**src/hw/rtl/rmr_pkg.sv**
```systemverilog
// Package: types and constants shared by the rational multiply-reduce block.
`timescale 1ns / 1ps
package rmr_pkg;
	localparam int OPERAND_WIDTH = 32;
	localparam int MAG_WIDTH     = 63;
	localparam int CNT_WIDTH     = 7;

	typedef struct packed {
		logic signed [31:0] left_numerator;
		logic signed [31:0] left_denominator;
		logic signed [31:0] right_numerator;
		logic signed [31:0] right_denominator;
	} in_item_t;

	typedef struct packed {
		logic signed [63:0] product_numerator;
		logic signed [63:0] product_denominator;
		logic               zero_over_zero;
	} out_item_t;

	// Work item handed from the front end to the back end.
	typedef struct packed {
		logic                 num_neg;
		logic                 den_neg;
		logic [MAG_WIDTH-1:0] num_mag;
		logic [MAG_WIDTH-1:0] den_mag;
	} work_t;

	// Sign-extend the low OPERAND_WIDTH bits of a field to 33 bits.
	function automatic logic signed [32:0] sext_op(input logic [31:0] v);
		logic [OPERAND_WIDTH-1:0] low;
		low = v[OPERAND_WIDTH-1:0];
		return 33'(signed'(low));
	endfunction
endpackage

```
**src/hw/rtl/rmr_queue.sv**
```systemverilog
// Two-entry queue between front end and back end.
`timescale 1ns / 1ps
module rmr_queue (
	input  logic           clk,
	input  logic           arst_n,
	input  logic           wvalid,
	output logic           wready,
	input  rmr_pkg::work_t wdata,
	output logic           rvalid,
	input  logic           rready,
	output rmr_pkg::work_t rdata
);
	rmr_pkg::work_t mem_q [2];
	logic           wptr_q, rptr_q;
	logic [1:0]     cnt_q;
	logic           wr, rd;

	assign wready = (cnt_q != 2'd2);
	assign rvalid = (cnt_q != 2'd0);
	assign wr     = wvalid && wready;
	assign rd     = rvalid && rready;
	assign rdata  = mem_q[rptr_q];

	always_ff @(posedge clk or negedge arst_n) begin
		if (!arst_n) begin
			wptr_q <= 1'b0;
			rptr_q <= 1'b0;
			cnt_q  <= 2'd0;
		end else begin
			if (wr) wptr_q <= !wptr_q;
			if (rd) rptr_q <= !rptr_q;
			cnt_q <= cnt_q + 2'(wr) - 2'(rd);
		end
	end
	always_ff @(posedge clk) begin
		if (wr) mem_q[wptr_q] <= wdata;
	end
endmodule

```
**config.mk**
```make
export PLATFORM = sky130hd
export DESIGN_NAME = rmr_queue
export DESIGN_NICKNAME = d
export VERILOG_FILES = /design/src/hw/rtl/rmr_pkg.sv /design/src/hw/rtl/rmr_queue.sv
export SDC_FILE = /design/constraint.sdc
export NUM_CORES = 1
export LEC_CHECK = 0
export BUFFER_PORTS_ARGS = -buffer_cell sky130_fd_sc_hd__buf_2
export CORE_MARGIN = 3
export CORE_UTILIZATION = 56
export DETAILED_ROUTE_END_ITERATION = 6
export PLACE_DENSITY = 0.92
export SYNTH_ARGS = -nofsm -noshare
export SYNTH_HDL_FRONTEND = slang
export SYNTH_SLANG_ARGS = --single-unit
```
**constraint.sdc**
```tcl
create_clock -name clk -period 14.77 [get_ports clk]
set_input_delay 0 -clock clk [delete_from_list [all_inputs] [get_ports clk]]
set_output_delay 0 -clock clk [all_outputs]
set_load 0.05 [all_outputs]
```
==> results.toml <==
[setup_path]
crit_slowest_cell = "buf_4"
crit_arrival_ps = 3000
reg2reg_depth = 5
path_cells = "buf_4, mux2_2, buf_2"
cp_max_fo = 80
startpoint_type = "flip-flop"
endpoint_kind = "output port"
critPathKind = "reg2out"
crit_path_max_incr_delay_ps = 910
required_ps = 14770

[global_route]
overflow = 0
grt_pass1_vias = 6000
antenna_found_initial = 1
grt_max_degree = 81
grt_pass1_wl_um = 32600
grt_util_all_layers_pct = 23.3

[sta]
relSlewSlack_pct = 28.7
rsz0062_at_grt = "no"
setup_violations = 0
drv_slew = 0
max_freq_mhz = 333
skew_ps = 16.1
min_period_ps = 3000
fin_crit_sh_pct = 20.3
tightest_slew_ps = 1070
setup_tns_ps = 0
finalHoldViolCount = 0
setup_slack_ps = 11770

[finish]
final_common_cell = "buf_2"
area_growth_pct = 37.9
multiInputGateArea_um2 = 1580
nets = 964
final_area_um2 = 13100
drive_gt1_share_pct = 50.9
fin_cells = 1065
ff_latch_area_um2 = 7790
num-fill-cells = 791
final_cell_mix = "261 x buf_2, 256 x edfxtp_1, 132 x dlygate4sd3_1, 128 x mux2_2, 27 x clkbuf_16"

[synth]
synth_top_family_by_area = "multiplexers"
ys_warn_count = 0
synth-adder-area-share_pct = 0.132
syn_inst = 420
syn_avg_cell_area_um2 = 22.6
synth_mux_area_share_pct = 15.2
synth-compound-area-share_pct = 0.250
synth_cell_types = 19
synth_fp_nets = 553
seq_area_frac_synth_pct = 82.0
synth_xor_area_share_pct = 0.277
synth_seq_cells = 260
netlist_area_um2 = 9500
synth-simple-area-share_pct = 0.632

[route]
dr_wl_met2_um = 11900
routed.top_layer = "met4"
first_pass_iters = 4
met1Wirelength_um = 7720
detail-route-antenna-nets = 0
wl_met3_um = 1830
drtIter0Drc = 377
viasPerCell = 5.21
drc_errors = 0
vias = 5550
wl_per_cell_um = 20.7
wirelength_um = 22000

[placed_design]
dp_hpwl_um = 11900
place_ws_ps = 12050
dp.cells = 887
io_buffers = 261
placed_cell_area_um2 = 11000
gp_congestion = 0.723

[cts]
clk_pin_slew_ps = 60
cts.repair.resized = 0
numCtsBuffers = 26
clock-sinks = 260
h-tree-depth = 1
clk_latency_ps = 500
cts_root_buf = "clkbuf_16"
cts_buffer_depth = 3
cts_tree = "built"

[worst_hold_path]
holdPathStages = 2
hp-class = "in2reg"

[power]
power.leakage_nw = 4.97
power_mw = 2.88
ir_drop_mv = 0.210
power_density_nw_per_um2 = 220

[floorplanning]
initial_utilization_pct = 58.5
die_h_um = 136
dieArea_um2 = 18600
core_area_um2 = 16200
io_pins = 262
die_w_um = 136
rows = 46

[outcome]
status = "complete, no violations"

[run]
max_cap_viol_count = 0
==> final cells by class <==
cell class / instances / area share (%)
clock inverter: 12 / 0.793
antenna: 1 / 0.0191
timing repair buffer: 397 / 20.3
clock buffer: 33 / 5.33
tap: 216 / 2.06
sequential: 260 / 59.5
multi-input combinational: 146 / 12.0
==> cells in the mapped netlist <==
master / n / area, um2
o21ai_0: 1 / 5.00
edfxtp_1: 256 / 7690
a311oi_1: 1 / 8.76
mux2_2: 128 / 1440
buf_6: 12 / 135
nor4bb_1: 1 / 10.0
xnor2_1: 3 / 26.3
buf_4: 1 / 7.51
or2_2: 1 / 6.26
dfrtp_1: 4 / 100
nand3_1: 1 / 5.00
ha_1: 1 / 12.5
buf_2: 1 / 5.00
nand2b_1: 1 / 6.26
nor2_1: 3 / 11.3
o21ba_2: 1 / 10.0
and3_2: 1 / 7.51
nand2_1: 2 / 7.51
nor2b_1: 1 / 6.26
==> final timing paths <==
kind	start	to	slack [ps]
worst min register to register	wptr_q$_DFFE_PN0P_	wptr_q$_DFFE_PN0P_	580
max in group asynchronous	arst_n	rptr_q$_DFFE_PN0P_	14150
worst max-delay path	rptr_q$_DFFE_PN0P_	rdata[112]	11770
min in group asynchronous	arst_n	cnt_q[1]$_DFF_PN0_	410
worst min-delay path	wdata[52]	mem_q[1][52]$_DFFE_PP_	210
worst max register to register	cnt_q[0]$_DFF_PN0_	mem_q[0][126]$_DFFE_PP_	12000
==> per-stage QoR <==
stage | hold WS, ps | util, %
3_5_place_dp | -188 | 67.6
2_1_floorplan | -296 | -
5_1_grt | 204 | 80.7
3_3_place_gp | -192 | 67.6
6_report | 215 | 80.7
4_1_cts | 192 | 80.7
==> flip-flops by register name (all words and copies together) (netlist names) <==
register	flops
cnt_q	2
mem_q	256
rptr_q	1
wptr_q	1
==> report_power, final <==
part | internal (mW) | switching (mW)
sequential | 1.01 | 0.0695
clock | 0.366 | 0.249
combinational | 0.324 | 0.856
==> logic make-up (layout without fill, tap and decap cells) <==
kind of cell,Yosys count,after routing
flops,260,260
other cells,0,1
buf+inv,14,442
simple gates,11,11
mux,128,128
compound gates,3,3
xor+xnor,3,3
fa+ha+maj,1,1
==> what timing repair did <==
item                       in CTS  in global routing
setup endpoints to repair       0                  0
hold buffers                  132                  0
hold endpoints to repair      264                  0
setup buffers                   0                  0
==> critical path, delay by kind of cell (launching register included) <==
family                 cells  cell delay, ps
DFF                        1             850
buffers and inverters      2            1120
muxes                      1             430
==> layer usage <==
layer | track usage, % | vias to the layer above
met5 | 0 | -
met4 | 6.83 | 0
met3 | 6.22 | 52
met2 | 43.6 | 280
met1 | 25.9 | 2712
li1 | - | 2506
No activity file was read; power rests on OpenSTA's default activity.
