## src/hw/rtl/rmr_pkg.sv

```systemverilog
// Package: types and constants shared by the rational multiply-reduce block.
`timescale 1ns / 1ps
package rmr_pkg;
	localparam int OPERAND_WIDTH = 32;
	localparam int MAG_WIDTH     = 63;
	localparam int CNT_WIDTH     = 7;

	typedef struct packed {
		logic signed [31:0] left_numerator;
		logic signed [31:0] left_denominator;
		logic signed [31:0] right_numerator;
		logic signed [31:0] right_denominator;
	} in_item_t;

	typedef struct packed {
		logic signed [63:0] product_numerator;
		logic signed [63:0] product_denominator;
		logic               zero_over_zero;
	} out_item_t;

	// Work item handed from the front end to the back end.
	typedef struct packed {
		logic                 num_neg;
		logic                 den_neg;
		logic [MAG_WIDTH-1:0] num_mag;
		logic [MAG_WIDTH-1:0] den_mag;
	} work_t;

	// Sign-extend the low OPERAND_WIDTH bits of a field to 33 bits.
	function automatic logic signed [32:0] sext_op(input logic [31:0] v);
		logic [OPERAND_WIDTH-1:0] low;
		low = v[OPERAND_WIDTH-1:0];
		return 33'(signed'(low));
	endfunction
endpackage

```

## src/hw/rtl/rmr_back.sv

```systemverilog
// Back end: Euclidean GCD by restoring remainder, then two exact divisions.
`timescale 1ns / 1ps
module rmr_back (
	input  logic              clk,
	input  logic              arst_n,
	input  logic              rvalid,
	output logic              rready,
	input  rmr_pkg::work_t    work,
	output logic              empty,
	input  logic              pop,
	output rmr_pkg::out_item_t out_item
);
	localparam int W = rmr_pkg::MAG_WIDTH;
	localparam int C = rmr_pkg::CNT_WIDTH;

	typedef enum logic [5:0] {
		ST_IDLE = 6'b000001,
		ST_GCD  = 6'b000010,
		ST_DIVN = 6'b000100,
		ST_DIVD = 6'b001000,
		ST_DONE = 6'b010000,
		ST_MOD  = 6'b100000
	} state_t;

	state_t         state_q;
	logic           nneg_q, dneg_q;
	logic [W-1:0]   nmag_q, dmag_q;
	logic [W-1:0]   a_q, b_q;
	logic [W-1:0]   rem_q, quo_q, dvd_q;
	logic [C-1:0]   cnt_q;
	logic [W-1:0]   qn_q;
	logic           out_vld_q;
	rmr_pkg::out_item_t out_q;

	// One restoring-division step shared by modulo and quotient passes
	logic [W:0]   trial;
	logic [W-1:0] rem_shift;
	logic         take;
	assign rem_shift = {rem_q[W-2:0], dvd_q[W-1]};
	assign trial     = {rem_q[W-1], rem_shift} - {1'b0, b_q};
	assign take      = !trial[W];

	assign rready   = (state_q == ST_IDLE);
	assign empty    = !out_vld_q;
	assign out_item = out_q;

	always_ff @(posedge clk or negedge arst_n) begin
		if (!arst_n) begin
			state_q   <= ST_IDLE;
			out_vld_q <= 1'b0;
		end else begin
			// Result register: loaded from DONE, cleared by pop
			if (state_q == ST_DONE) out_vld_q <= 1'b1;
			else if (pop && out_vld_q) out_vld_q <= 1'b0;
			case (state_q)
				ST_IDLE: if (rvalid) state_q <= ST_GCD;
				ST_GCD:  state_q <= (b_q == '0) ? ST_DIVN : ST_MOD;
				ST_MOD:  if (cnt_q == C'(W - 1)) state_q <= ST_GCD;
				ST_DIVN: if (a_q == '0 || cnt_q == C'(W - 1)) state_q <= ST_DIVD;
				ST_DIVD: if (a_q == '0 || cnt_q == C'(W - 1)) state_q <= ST_DONE;
				ST_DONE: if (!out_vld_q || pop) state_q <= ST_IDLE;
				default: state_q <= ST_IDLE;
			endcase
		end
	end

	// Datapath: b_q is the divisor of the step
	always_ff @(posedge clk) begin
		case (state_q)
			ST_IDLE: begin
				nneg_q <= work.num_neg;
				dneg_q <= work.den_neg;
				nmag_q <= work.num_mag;
				dmag_q <= work.den_mag;
				a_q    <= work.num_mag;
				b_q    <= work.den_mag;
			end
			ST_GCD: begin
				cnt_q <= '0;
				rem_q <= '0;
				quo_q <= '0;
				if (b_q == '0) dvd_q <= nmag_q;
				else           dvd_q <= a_q;
				if (b_q == '0) b_q <= a_q;
			end
			ST_MOD, ST_DIVN, ST_DIVD: begin
				if (state_q == ST_DIVN && (a_q == '0 || cnt_q == C'(W - 1))) begin
					// numerator quotient done; set up the denominator pass
					qn_q  <= {quo_q[W-2:0], take};
					cnt_q <= '0;
					rem_q <= '0;
					quo_q <= '0;
					dvd_q <= dmag_q;
				end else begin
					rem_q <= take ? trial[W-1:0] : rem_shift;
					quo_q <= {quo_q[W-2:0], take};
					dvd_q <= {dvd_q[W-2:0], 1'b0};
					cnt_q <= cnt_q + 1'b1;
				end
				if (state_q == ST_MOD && cnt_q == C'(W - 1)) begin
					a_q <= b_q;
					b_q <= take ? trial[W-1:0] : rem_shift;
				end
			end
			ST_DONE: begin
				if (!out_vld_q || pop) begin
					if (a_q == '0) begin
						out_q.product_numerator   <= '0;
						out_q.product_denominator <= '0;
						out_q.zero_over_zero      <= 1'b1;
					end else begin
						out_q.product_numerator   <= nneg_q ? -{1'b0, qn_q} : {1'b0, qn_q};
						out_q.product_denominator <= dneg_q ? -{1'b0, quo_q} : {1'b0, quo_q};
						out_q.zero_over_zero      <= 1'b0;
					end
				end
			end
			default: ;
		endcase
	end
endmodule

```

## config.mk

```make
export PLATFORM = sky130hd
export DESIGN_NAME = rmr_back
export DESIGN_NICKNAME = d
export VERILOG_FILES = /design/src/hw/rtl/rmr_pkg.sv /design/src/hw/rtl/rmr_back.sv
export SDC_FILE = /design/constraint.sdc
export NUM_CORES = 1
export LEC_CHECK = 0
export BUFFER_PORTS_ARGS = -buffer_cell sky130_fd_sc_hd__buf_2
export CAP_MARGIN = 20
export CORE_MARGIN = 10
export CORE_UTILIZATION = 29
export CTS_CLUSTER_SIZE = 12
export DETAILED_ROUTE_END_ITERATION = 10
export SETUP_SLACK_MARGIN = 0.1
export SLEW_MARGIN = 40
export SYNTH_ARGS = -nofsm -noshare
export SYNTH_HDL_FRONTEND = slang
export SYNTH_SLANG_ARGS = --single-unit
```

## constraint.sdc

```tcl
create_clock -name clk -period 7 [get_ports clk]
set_input_delay 0.7 -clock clk [delete_from_list [all_inputs] [get_ports clk]]
set_output_delay 0.7 -clock clk [all_outputs]
set_load 0.1 [all_outputs]
```

==> flow_summary.ini, run 1 <==
[setup_path]
critPathLaunch = b_q[6]
worst-path-max-fanout = 29
worstReg2RegStart = b_q[6]
worstRegToRegCells = 15
path_class = register to register
crit_arrival_ns = 5.43
endpoint_kind = register
startpoint_type = register
crit_required_ns = 7.39

[yosys]
synth-edff-count = 642
synthArstFlopShare = 0.0108
synth_nets = 2854
yosys_warnings = 0
synthDistinctLibCells = 69
synth-seq-cells = 649
ys.flop_type = edfxtp_1
syn_inst = 2654
syn-cell-area_um2 = 31700
seq_area_frac_synth = 0.613
synth_area_per_cell_um2 = 12.0

[grt]
grt.overflow.total = 0
antenna_found_initial = 11
grt_max_degree = 131
first_global_vias = 22237
grt_pass1_wl_um = 146000
grt_use_total = 0.156

[power]
max-vdd-ir-drop_mv = 0.409
p_leak_nw = 13.5
power_density_nw_per_um2 = 482
finalPower_mw = 18.0

[clock_tree]
cts_buffers = 77
cts.sinks = 649
h-tree-depth = 3
ctsResizeCount = 0
clock_path_buffers = 3
cts_root_buf = clkbuf_16
insertion_delay_ns = 0.67
cts_tree = built
clk_pin_slew_worst_paths_ns = 0.06

[sta]
hold_violations = 0
fmax_mhz = 199
relSlewSlack = 0.419
fin_setup_tns_ns = 0
finalCriticalPeriod_ns = 5.03
tightest_slew_ns = 0.865
maxSlewViolCount = 0
fin_skew_ns = 0.0487
rsz0062_at_grt = no
setup_viol = 0
hold_ws_ns = 0.223
period_share = 0.719

[floorplanning]
dieHeight_um = 351
die_area_um2 = 123000
start_util = 0.292
die_w_um = 351
num_rows = 121
core-area_um2 = 109000
pin_count = 263

[finish]
finalNonFillerCells = 4360
layout.nets = 3087
syn_to_final_growth_pct = 17.4
fin_util = 0.343
drive_gt1_frac = 0.152

[place]
dp_hpwl_um = 70300
place.gp.congestion = 0.906
place_inst = 4221
port_buffers = 262

[route]
num_vias = 22254
viasPerCell = 5.10
drt_iter0_drc = 1826
ant_nets = 0
routed_wl_um = 98000
drc = 0
dr.pass1.iters = 6
wl_per_cell_um = 22.5

[min_path]
hp-start = work[100]
min_path_type = primary input to register
hold_depth = 1

[flow_run]
cap_violations = 0

[outcome]
status = finished, final reports clean
## final cells by class
class / count / area, µm²
Fill cell: 10816 / 71500
Sequential cell: 649 / 19500
Multi-Input combinational cell: 1764 / 11500
Clock buffer: 93 / 1990
Tap cell: 1414 / 1770
Timing Repair Buffer: 295 / 1650
Clock inverter: 44 / 488
Inverter: 100 / 395
Antenna cell: 1 / 2.50
## registers in the layout, indices dropped and copies added, names as in the netlist
name	count
dvd_q	63
a_q	63
out_item	129
out_vld_q	1
dmag_q	63
state_q	6
b_q	63
dneg_q	1
quo_q	63
cnt_q	7
nmag_q	63
nneg_q	1
rem_q	63
qn_q	63
## cells in the mapped netlist, drive strengths merged (7+ instances only)
library cell | count | area, µm²
clkbuf | 127 | 477
xnor2 | 45 | 394
o41ai | 17 | 156
or2 | 11 | 68.8
nand2 | 160 | 601
a31oi | 19 | 119
a21o | 26 | 195
edfxtp | 642 | 19300
a21oi | 105 | 526
a221o | 64 | 641
o21bai | 18 | 135
nand2b | 11 | 68.8
nor2 | 321 | 1200
nand4 | 29 | 181
inv | 100 | 375
a22oi | 62 | 465
o21ai | 201 | 1010
nor3 | 36 | 180
xor2 | 135 | 1180
or4 | 24 | 191
nor2b | 17 | 106
nand3 | 33 | 165
and2 | 66 | 413
nor4 | 40 | 250
mux2i | 112 | 1120
o31ai | 49 | 373
or3 | 26 | 188
buf | 14 | 53.8
and3 | 7 | 43.8
ha | 67 | 838
## power breakdown
part | leakage [nW] | switching, mW | internal [mW]
clock | 1.18 | 1.70 | 2.27
sequential | 6.10 | 0.810 | 6.07
combinational | 6.25 | 4.70 | 2.41
total | 13.5 | 7.21 | 10.8
## cell usage in the layout (no fill, tap or decap), drive strengths merged, types with 7 or more instances in the layout
master	Yosys	layout
nor2	321	321
a21o	26	26
o21ai	201	201
a22oi	62	62
nand2b	11	11
inv	100	105
nand3	33	33
a21oi	105	105
o41ai	17	17
a31oi	19	19
ha	67	67
or2	11	11
nor4	40	40
or3	26	26
clkbuf	127	93
a221o	64	64
or4	24	24
xnor2	45	45
o31ai	49	49
nor3	36	36
clkinv	0	26
buf	14	294
nand4	29	29
nand2	160	160
clkinvlp	0	7
xor2	135	135
edfxtp	642	642
nor2b	17	17
and2	66	66
and3	7	7
mux2i	112	112
o21bai	18	18
## metrics by stage
stage | setup slack, ns | cell area, µm²
floorplan | 0.991 | 31700
global placement | 1.98 | 34600
detailed placement | 1.96 | 34800
CTS | 1.94 | 37200
global route | 1.68 | 37200
finish | 1.97 | 37200
## critical path: stages, from the launching register on
cell and delay (ns):
edfxtp_1 0.49, inv_1 0.11, ha_1 0.37, a21oi_1 0.19, nand2_1 0.08, o21ai_0 0.35
a21oi_1 0.19, o211ai_1 0.43, a21oi_1 0.27, a31oi_1 0.58, mux2_2 0.34, nand2_1 0.11
inv_4 0.45, buf_4 0.39, mux2i_1 0.27, o21ai_0 0.10
## cells by family after synthesis
logic type | share of synthesized area
simple gates | 0.121
flops | 0.613
compound gates | 0.125
buf+inv | 0.0286
xor+xnor | 0.0497
mux | 0.0357
fa+ha+maj | 0.0271
## per-layer routing
layer | up-vias | part of all wire | global-route usage
met5 | - | 0.00026 | 0
met4 | 6 | 0.029 | 0.0463
met3 | 154 | 0.055 | 0.0297
met2 | 659 | 0.49 | 0.268
met1 | 11013 | 0.43 | 0.197
li1 | 10422 | - | -
## worst paths after layout
path                         endpoint  slack, ns
max                           b_q[56]       1.97
min                        nmag_q[37]       0.22
max reg2reg                   b_q[56]       1.97
min reg2reg                   qn_q[1]       0.49
max in group asynchronous  state_q[0]       6.33
min in group asynchronous   out_vld_q       0.43
## timing repair
action,4_1_cts,5_1_grt
hold buffers,1,0
buffers inserted,0,0
endpoints found under the hold margin,6,0
(Power assumes the default switching activity.)
==> run 2: changes to the inputs <==
ABC_AREA = 1   (was unset)
clock period = 4.69 ns   (was 7 ns; I/O delays follow)
==> run 2 against run 1 <==
Design area grew 16%. Non-clock buffer count is 124 higher. Worst hold slack worse by 0.18 ns. Clock skew shrank 0.021 ns. Sequential power rose by 47%. Power increased by 66%. Critical path depth rose by 2. Final cell count grew 46%. Register-to-register slack worse by 0.90 ns. Highest routed layer unchanged.
==> flow_summary.ini, run 2 <==
[sta]
fmax_mhz = 276
setup_viol = 0
relSlewSlack = 0.405
finalCriticalPeriod_ns = 3.62
tightest_slew_ns = 0.893
fin_skew_ns = 0.0277
hold_violations = 0
fin_setup_tns_ns = 0
rsz0062_at_grt = no
period_share = 0.772
maxSlewViolCount = 0

[min_path]
min_path_type = primary input to register

[power]
p_switching_mw = 13.4
switching_share = 0.449
p_seq_frac = 0.339
power_density_nw_per_um2 = 691
intPower_mw = 16.4
p_leak_nw = 18.6
max-vdd-ir-drop_mv = 0.416
finalPower_mw = 29.8
p_comb_frac = 0.450
clockPowerShare = 0.211

[yosys]
synth.most_common_cell = nand2_1
seq_area_frac_synth = 0.540
synth_area_per_cell_um2 = 8.41
synthArstFlopShare = 0.0108
synth-seq-cells = 649
synth-edff-count = 642
synth_nets = 4486
syn_inst = 4286
yosys.area.top_type_share = 0.535
syn-cell-area_um2 = 36000
synth_common_cells = 1,122 x nand2_1, 647 x inv_1, 642 x edfxtp_1
yosys_warnings = 0
synth_area_leaders = edfxtp_1 54%, nand2_1 12%, inv_1 6.7%, nand3_1 5.4%, nor2_1 4.7%
synth.largest_area_cell = edfxtp_1
synthDistinctLibCells = 51
ys.flop_type = edfxtp_1

[clock_tree]
cts_buffers = 78
clk_pin_slew_worst_paths_ns = 0.06
h-tree-depth = 3
cts.sinks = 649
cts_tree = built
postCtsSetupBuffers = 0
clock_path_buffers = 3
insertion_delay_ns = 0.69
cts_root_buf = clkbuf_16

[place]
port_buffers = 262
place_inst = 6091
dp_hpwl_um = 98500
place.gp.congestion = 0.995
post_dp_cell_area_um2 = 39300

[floorplanning]
pin_count = 263
start_util = 0.291
dieHeight_um = 372
die_area_um2 = 139000
die_w_um = 372
num_rows = 129
core-area_um2 = 124000

[finish]
final_common_cell = nand2_1
syn_to_final_growth_pct = 19.8
nFillCells = 12846
largest_reg_flops = 129
final_area_um2 = 43200
layout.nets = 4850
drive_gt1_frac = 0.106
mostFrequentLayoutCells = 1,121 x nand2_1, 646 x inv_1, 642 x edfxtp_1, 447 x nor2_1, 388 x nand3_1
finalNonFillerCells = 6354

[setup_path]
crit_path_frequent_cell = nand2_1
endpoint_kind = register
crit_required_ns = 5.12
worst-path-max-fanout = 61
max_stage_delay_ns = 0.49
slowest_stage = nand2_8
startpoint_type = register
worstPathCellList = inv_1, ha_1, nand2_1, nor2_1, inv_2, nor2_4, inv_2, nor2_4, nand2_1, nand2_2, nand2_4, nand2_4, nand2_4, nand2_8, nand2_1, nand3_1, nand2_1
crit_arrival_ns = 4.05
path_class = register to register

[grt]
grt_max_degree = 134
grt_pass1_wl_um = 191000
grt_use_total = 0.182
antenna_found_initial = 9
grt.overflow.total = 0
first_global_vias = 29882

[route]
viasPerCell = 4.86
ant_nets = 0
num_vias = 30887
drc = 0
wl_per_cell_um = 20.4
dr.pass1.iters = 6
routed_wl_um = 130000
drt_iter0_drc = 2686

[flow_run]
cap_violations = 0

[outcome]
status = finished, final reports clean
run 2: cell types whose count changed after synthesis, moves of 26 or more:
cell      change
nand2_1     +962
inv_1       +548
nand3_1     +355
nor2_1      +128
a21oi_1     +115
mux2i_1     -112
xor2_1      -110
a221o_1      -64
and2_1       -64
clkbuf_1     -51
o31ai_1      -47
buf_2        +40
nor3_1       +36
a21o_1       -26
run 2: final timing paths:
kind / end / from / cells past startpoint / slack, ns
min in group asynchronous: out_vld_q / arst_n / 2 / 0.23
worst max register to register: b_q[21] / b_q[26] / 17 / 1.07
worst min register to register: qn_q[2] / quo_q[1] / 0 / 0.45
max in group asynchronous: state_q[0] / arst_n / 2 / 4.22
worst max-delay path: b_q[21] / b_q[26] / 17 / 1.07
worst min-delay path: nmag_q[2] / work[65] / 1 / 0.04
run 2: worst max-delay path: cells and delay by family (launching register included):
kind	cells	cell delay, ns
DFF	1	0.47
buffers and inverters	3	0.27
and+or+nand+nor	13	2.12
adders and majority gates	1	0.36
run 2: logic make-up (layout without fill, tap and decap cells):
logic type,Yosys count,after routing,share of synthesized area
adders and majority gates,68,68,0.0238
other,0,7,0
xor gates and xnor gates,55,55,0.0134
AOI/OAI and AO/OA,518,518,0.0780
buffers and inverters,807,1231,0.0871
DFF,649,649,0.540
and+or+nand+nor,2189,2189,0.258
run 2: power by group through the flow:
stage | Sequential [mW] | Clock, mW | Combinational, mW
5_1_grt | 10.3 | 6.66 | 14.9
6_report | 10.1 | 6.30 | 13.4
4_1_cts | 10.1 | 6.43 | 13.3
3_3_place_gp | 10.2 | 0 | 13.1
2_1_floorplan | 9.71 | 0 | 9.02
3_5_place_dp | 10.2 | 0 | 13.2
run 2: repair_timing:
action	4_1_cts	5_1_grt
resized for setup	0	0
hold buffers	116	0
endpoints found under the hold margin	122	0
setup endpoints to repair	0	0
run 2: metrics by stage:
step | hold WS, ns | setup WS [ns] | utilization
floorplan | 0.173 | 0.373 | -
global placement | 0.311 | 1.22 | 0.318
detailed placement | 0.320 | 1.17 | 0.318
CTS | 0.00126 | 1.15 | 0.349
global route | 0.00165 | 0.839 | 0.349
finish | 0.0447 | 1.07 | 0.349
run 2: final cells by class:
cell class | count | area, µm² | area share
clock inverters | 52 | 659 | 0.0153
clock buffers | 88 | 1990 | 0.0461
flip-flops and latches | 649 | 19500 | 0.451
diodes | 7 | 17.5 | 0.000406
repair buffers | 419 | 2950 | 0.0683
multi-input cells | 2830 | 13500 | 0.313
inverters | 672 | 2530 | 0.0586
well taps | 1637 | 2050 | 0.0474
run 2: layer usage:
metal	part of all wire	up-vias	routed length [µm]	global-route usage
li1	-	14922	-	-
met1	0.43	14635	55300	0.240
met2	0.47	1119	60400	0.298
met3	0.071	205	9180	0.0316
met4	0.036	6	4730	0.0638
met5	0.00025	-	32	0
